## config.mk

```make
export PLATFORM = sky130hd
export DESIGN_NAME = pai_queue
export DESIGN_NICKNAME = d
export VERILOG_FILES = /design/src/pai_pkg.sv /design/src/pai_queue.sv
export SDC_FILE = /design/constraint.sdc
export NUM_CORES = 1
export LEC_CHECK = 0
export BUFFER_PORTS_ARGS = -buffer_cell sky130_fd_sc_hd__buf_2
export CORE_ASPECT_RATIO = 0.7
export CORE_MARGIN = 3
export CORE_UTILIZATION = 40
export DETAILED_ROUTE_END_ITERATION = 10
export PLACE_DENSITY = 0.62
export SLEW_MARGIN = 20
export SYNTH_ARGS = -nofsm -noshare
export SYNTH_HDL_FRONTEND = slang
export SYNTH_SLANG_ARGS = --single-unit
```

## constraint.sdc

```tcl
create_clock -name clk -period 5.22 [get_ports clk]
set_clock_uncertainty 0.2 [all_clocks]
set_input_delay 0.261 -clock clk [delete_from_list [all_inputs] [get_ports clk]]
set_output_delay 0.261 -clock clk [all_outputs]
set_load 0.01 [all_outputs]
```

## src/pai_pkg.sv

```systemverilog
package pai_pkg;

  localparam int VALUE_W    = 32;
  localparam int POS_W      = 7;
  localparam int INDEX_W    = 6;
  localparam int HELD_W     = 7;
  localparam int QUEUE_DEPTH = 2;

  // Request codes as they arrive on the input channel
  localparam logic [1:0] REQ_INSERT = 2'd0;
  localparam logic [1:0] REQ_DELETE = 2'd1;
  localparam logic [1:0] REQ_READ   = 2'd2;

  typedef enum logic [1:0] {
    OP_INSERT,
    OP_DELETE,
    OP_READ,
    OP_NOP
  } op_t;

  typedef enum logic [1:0] {
    STAT_OK    = 2'd0,
    STAT_FULL  = 2'd1,
    STAT_EMPTY = 2'd2,
    STAT_RANGE = 2'd3
  } status_t;

  typedef enum logic {
    BK_IDLE,
    BK_READ
  } back_state_t;

  typedef struct packed {
    op_t                       op;
    logic signed [VALUE_W-1:0] value;
    logic [POS_W-1:0]          position;
  } cmd_t;

endpackage

```

## src/pai_queue.sv

```systemverilog
module pai_queue
  import pai_pkg::*;
(
  input  logic clk,
  input  logic rst_n,
  input  logic push,
  input  cmd_t push_cmd,
  input  logic pop,
  output cmd_t head_cmd,
  output logic full,
  output logic empty
);

  localparam int PTR_W = (QUEUE_DEPTH > 1) ? $clog2(QUEUE_DEPTH) : 1;
  localparam int CNT_W = $clog2(QUEUE_DEPTH + 1);

  cmd_t             slot_r [QUEUE_DEPTH];
  logic [PTR_W-1:0] wr_ptr_r, wr_ptr_nxt;
  logic [PTR_W-1:0] rd_ptr_r, rd_ptr_nxt;
  logic [CNT_W-1:0] cnt_r, cnt_nxt;
  logic             do_push, do_pop;

  assign full     = (cnt_r == CNT_W'(QUEUE_DEPTH));
  assign empty    = (cnt_r == '0);
  assign head_cmd = slot_r[rd_ptr_r];
  assign do_push  = push && !full;
  assign do_pop   = pop && !empty;

  always_comb begin
    wr_ptr_nxt = wr_ptr_r;
    rd_ptr_nxt = rd_ptr_r;
    cnt_nxt    = cnt_r;
    if (do_push) begin
      wr_ptr_nxt = (wr_ptr_r == PTR_W'(QUEUE_DEPTH - 1)) ? '0 : wr_ptr_r + PTR_W'(1);
    end
    if (do_pop) begin
      rd_ptr_nxt = (rd_ptr_r == PTR_W'(QUEUE_DEPTH - 1)) ? '0 : rd_ptr_r + PTR_W'(1);
    end
    if (do_push && !do_pop) begin
      cnt_nxt = cnt_r + CNT_W'(1);
    end else if (do_pop && !do_push) begin
      cnt_nxt = cnt_r - CNT_W'(1);
    end
  end

  always_ff @(posedge clk) begin
    if (!rst_n) begin
      wr_ptr_r <= '0;
      rd_ptr_r <= '0;
      cnt_r    <= '0;
    end else begin
      wr_ptr_r <= wr_ptr_nxt;
      rd_ptr_r <= rd_ptr_nxt;
      cnt_r    <= cnt_nxt;
    end
  end

  always_ff @(posedge clk) begin
    if (do_push) begin
      slot_r[wr_ptr_r] <= push_cmd;
    end
  end

endmodule

```

==> metrics, run 1 <==
die height roughly 80 um; RSZ-0062 raised after global routing no; Synth Area per Inst 20.8 um2; CTS Sinks 87; # diodes 0; Yosys warning count 0; PostCTS Resize Cnt 0; DRC 0; Num CTS Buffers 9; H-tree depth 3; Syn Nets roughly 200; global-route wire length before repair 9330 um; multi-input logic area between 500 and 600 um2; nets roughly 340; final WL ~5800 um; flops & latches, synth 87; max-slew violations 0; per-cell routed wire length between 10 and 15 um; layout cell share with drive strength beyond 1 0.483; Final GP Congestion a little over 0.7; dpl hpwl roughly 3700 um; CP startpoint kind flop; largest area contributor in the netlist edfxtp_1; Mapped Cells about 150; crit end category flop; Seq/Total Area, Yosys 0.805; Worst Path Arrival 2.16 ns; CP max FO 22; top post-synthesis cells by area edfxtp_1, mux2_2, dfxtp_1; DRT iter0 DRCs 90; core area ~7500 um2; relative slew slack 0.329; CTS tree built; mapped cell area ~3200 um2; Routed Antenna Nets 0; P&R area growth vs syn 40.1%; Die W between 100 and 150 um; max-cap violations 0; I/O Pins 88; number of global-route vias before repair roughly 1.9k; initial antenna violation count 0; commonest non-fill, non-tap cell in the layout buf_2; PD cells approximately 460 nW/um2; commonest cells after routing, fill and taps aside buf_2, edfxtp_1, dlygate4sd3_1, mux2_2, clkbuf_16; Hold WS 0.123 ns; post-route cell area 4460 um2; buffer levels on the longest clock path 2; final hold violations 0; die area between 9000 and 10000 um2; status finished, final reports clean; Worst Path Required 5.01 ns; GRT Total Usage 0.137; routed vias/inst 4.62; Worst Path Class, Setup flop to flop; static leakage power ~1.7 nW; clock tree root driver cell clkbuf_16; grt ovf 0; setup TNS 0 ns; Final period util 0.453; Worst-path clk slew 0.05 ns; largest net degree at the start of global routing 42; Area after DPL between 3000 and 4000 um2; # rows 26; clk_lat worst skew 0.32 ns; fillers around 570; FF/Latch Area between 2000 and 3000 um2; Period minus WS final between 2 and 2.5 ns; hold buffer count at CTS 42; count of input and output buffers 87; postcts setup bufs 0; Finish-stage setup viols 0; fmax 422 MHz; Synth top area share 0.774; Detailed Routing Iterations Pass 1 4; DR vias ~1.8k; VDD IR max around 250 uV; worst slew pin tran between 1 and 1.5 ns; starting density of the core 0.424; worst min path class input port to flop; Yosys cell types 21
-- registers in the layout (all words and copies together), names as in the netlist, named ones only --
register  cells
slot_r       82
rd_ptr_r      1
cnt_r         2
wr_ptr_r      1
-- critical path, cell delays in order, from the launching register on --
cell and delay, ns:
dfxtp_1 0.41, nand2b_1 0.18, inv_2 0.07, nor3_4 0.73, buf_4 0.45
-- metrics by stage --
| step | total power, mW | util | worst slack [ns] | cells |
|---|---|---|---|---|
| after detailed placement | 1.41 | 0.497 | 2.79 | 334 |
| after global placement | 1.41 | 0.497 | 2.80 | 334 |
| after CTS | 2.09 | 0.593 | 2.78 | 392 |
| after global routing | 2.17 | 0.593 | 2.64 | 392 |
| final | 2.06 | 0.593 | 2.85 | 392 |
| after floorplan | 1.23 | - | 2.35 | 153 |
-- area by class of cell --
class,count,area share
clock inverter,5,0.0163
sequential,87,0.575
multi-input combinational,59,0.134
timing repair buffer,130,0.194
tap,98,0.0275
inverter,2,0.00168
clock buffer,11,0.0522
-- cell usage after synthesis --
master    instances
edfxtp_1         82
mux2_2           38
buf_2             5
dfxtp_1           5
and2_1            3
mux2_1            3
nor2_1            2
xnor2_1           2
a21boi_0          1
a21boi_1          1
and3_1            1
ha_1              1
inv_1             1
inv_2             1
nand2b_1          1
nor3_2            1
o21a_1            1
o21ai_0           1
o21ai_1           1
or3_1             1
xor2_1            1
-- logic make-up (layout without fill, tap and decap cells) --
kind of cell / after synthesis / after routing / share of synthesized area
AOI/OAI and AO/OA: 5 / 5 / 0.0102
DFF: 87 / 87 / 0.805
muxes: 41 / 41 / 0.145
buffers and inverters: 7 / 148 / 0.0102
adders and majority gates: 1 / 1 / 0.00393
and+or+nand+nor: 9 / 9 / 0.0173
xor gates and xnor gates: 3 / 3 / 0.00826
-- power by group --
group	leakage [nW]	total, mW	switching, mW	internal (mW)
Sequential	0.807	0.951	0.0706	0.880
Combinational	0.736	0.466	0.222	0.244
Clock	0.149	0.647	0.232	0.415
-- layer usage --
| layer | vias to the layer above | wire (um) | GRT usage |
|---|---|---|---|
| met3 | 10 | 393 | 0.0587 |
| met1 | 858 | 2760 | 0.169 |
| met5 | - | 0 | 0 |
| li1 | 868 | - | - |
| met4 | 0 | 97 | 0.0504 |
| met2 | 75 | 2600 | 0.214 |
-- worst paths after layout --
path	start	end	slack, ns	depth (start not counted)
setup / recovery	cnt_r[0]	slot_r[0][32]	2.85	4
setup reg to reg	cnt_r[0]	slot_r[0][32]	2.85	4
hold / removal	push	wr_ptr_r	0.12	3
hold reg to reg	cnt_r[1]	cnt_r[1]	0.33	2
No activity file was read; power rests on OpenSTA's default activity.
==> run 2: changes to the inputs <==
ABC_AREA = 1   (was default)
PLACE_DENSITY = 0.64   (was 0.62)
clock period = 1.91 ns   (was 5.22 ns; I/O delays follow)
==> run 2 against run 1 <==
Compared with the run above: wire length is 2.9% higher; sequential power grew to 2.6 times the previous value; non-clock buffer count is 7 higher; core utilization is 1.3 points lower; maximum frequency is 34% higher; clock-buffer cell count is 4 higher; critical path type unchanged; critical endpoint is now cnt_r[1]; highest routed layer unchanged.
==> metrics, run 2 <==
CP max FO 4; Syn Nets 212; nets between 300 and 400; PD cells ~1200 nW/um2; clk_lat worst skew roughly 0.33 ns; worst min path class input port to flop; DRT iter0 DRCs 73; final worst slack 0.150 ns; mapped cell area about 3400 um2; most frequent CP cell inv_1; layout cell share with drive strength beyond 1 0.475; commonest cells in the netlist edfxtp_1, mux2_4, nor2_1; relative slew slack 0.786; Worst Reg-to-Reg Cells 9; Worst Path Required around 2.0 ns; Yosys cell types 15; H-tree depth 3; Worst-path clk slew 0.06 ns; Top reg by flops slot_r; die height 83.3 um; Area after DPL 3980 um2; CTS tree built; per-cell routed wire length about 14 um; CP bufs+invs 4; worst slew pin tran 0.321 ns; Seq/Total Area, Yosys 0.751; Finish-stage setup viols 0; dpl hpwl approximately 3800 um; RSZ-0062 raised after global routing no; starting density of the core 0.422; max-cap violations 0; max-slew violations 0; postcts setup bufs 0; final hold violations 0; Detailed Routing Iterations Pass 1 4; CTS Sinks 87; PostCTS Resize Cnt 0; top post-synthesis cells by area edfxtp_1, mux2_4, dfxtp_1; static leakage power ~1.9 nW; largest registers slot_r: 82 flops, cnt_r: 2 flops; FF-to-FF End cnt_r[1]; Routed Antenna Nets 0; Worst Path Arrival approximately 1.8 ns; Critical Path End cnt_r[1]; DR vias between 1.5k and 2k; buffer levels on the longest clock path 2; Worst Setup SP cnt_r[1]; Synth top area share 0.722; count of input and output buffers 87; Mapped Cells 166; most common cell in the synthesized netlist edfxtp_1; initial antenna violation count 0; GRT Total Usage 0.136; Num CTS Buffers 9; crit end category flop; post-route cell area 4680 um2; grt ovf 0; origin of the critical flop-to-flop path cnt_r[1]; I/O Pins slightly below 90; Synth Flop Type edfxtp_1; Synth Area per Inst ~21 um2; flops & latches, synth a little under 90; core area 8070 um2; number of global-route vias before repair slightly above 2k; commonest cells after routing, fill and taps aside buf_2, edfxtp_1, dlygate4sd3_1, mux2_4; CP top delay family flip-flops; commonest non-fill, non-tap cell in the layout buf_2; # rows 27; largest net degree at the start of global routing 29; Yosys warning count 0; Worst path depth 9; CP startpoint kind flop; die area slightly below 10000 um2; CP max-delay cell dfxtp_1; Period minus WS final ~1.8 ns; DP Worst Slack about 0.16 ns; clock tree root driver cell clkbuf_16; Final period util 0.922; routed vias/inst 4.50; fmax about 570 MHz; status finished, final reports clean; cell chain of the critical path inv_1 > o21ai_2 > inv_1 > ha_1 > inv_1 > nand3_1 > nand2_1 > inv_1 > nor2_1; Async SR Flop Fraction 0; r2r setup slk roughly 0.15 ns; VDD IR max slightly above 700 uV; Final GP Congestion 0.854; hold buffer count at CTS 44; number of flops mapped to enable cells by yosys ~80; final WL around 6000 um; # diodes 0; Worst Path Class, Setup flop to flop; DRC 0; total power between 5 and 6 mW; P&R area growth vs syn 37.3%; Critical Path Max Stage Delay between 0.3 and 0.4 ns; largest area contributor in the netlist edfxtp_1; max reg flops 82; Die W approximately 120 um; global-route wire length before repair about 10000 um
-- run 2: cell count changes after synthesis, moves of 5 or more --
cell | previous run | this run
buf_2 | 5 | 0
nand2_1 | 0 | 6
nor2_1 | 2 | 11
mux2_4 | 0 | 40
inv_1 | 1 | 9
mux2_2 | 38 | 1
-- run 2: layout make-up --
class / count / area, um2
multi-input cells: 65 / 738
well taps: 101 / 126
inverters: 9 / 33.8
clock inverters: 1 / 5.00
fillers: 636 / 3390
clock buffers: 15 / 258
repair buffers: 137 / 958
flip-flops and latches: 87 / 2560
-- run 2: how the worst min path moves through the flow --
stage                       startpoint            end  slack (ns)  cells after the start
final                     push_cmd[40]  slot_r[1][40]        0.29                      2
after detailed placement  push_cmd[40]  slot_r[1][40]        0.09                      1
after floorplan            push_cmd[0]   slot_r[0][0]      -0.006                      0
after global placement    push_cmd[24]  slot_r[1][24]        0.08                      1
after global routing      push_cmd[10]  slot_r[0][10]        0.28                      2
after CTS                  push_cmd[0]   slot_r[1][0]        0.27                      2
-- run 2: worst reg2reg max path, cell delays in order, from the launching register on --
cell	delay (ns)
dfxtp_1	0.34
inv_1	0.08
o21ai_2	0.28
inv_1	0.11
ha_1	0.34
inv_1	0.09
nand3_1	0.08
nand2_1	0.06
inv_1	0.04
nor2_1	0.08
-- run 2: routing by layer --
layer	vias to the layer above	GRT usage	wire length, um
li1	912	-	-
met1	878	0.171	2830
met2	71	0.211	2660
met3	7	0.0634	448
met4	0	0.0411	75
met5	-	0	0
-- run 2: power breakdown --
group | total [mW] | internal (mW) | switching, mW
clock network | 1.54 | 0.916 | 0.625
logic | 1.54 | 0.793 | 0.747
registers | 2.50 | 2.41 | 0.0822
-- run 2: metrics by stage --
stage	setup TNS, ns	utilization	hold slack, ns	cells
after floorplan	-21.03	-	-0.00563	166
after global placement	0	0.493	0.0831	355
after detailed placement	0	0.493	0.0866	355
after CTS	0	0.580	0.266	415
after global routing	0	0.580	0.283	415
final	0	0.580	0.289	415
-- run 2: kinds of logic after synthesis --
| group | after synthesis | synth area share |
|---|---|---|
| flip-flops | 87 | 0.751 |
| multiplexers | 41 | 0.179 |
| AND/OR/NAND/NOR | 19 | 0.0220 |
| buffers and inverters | 14 | 0.0367 |
| AO/OA/AOI/OAI | 4 | 0.00697 |
| adder cells (fa/ha/maj) | 1 | 0.00367 |
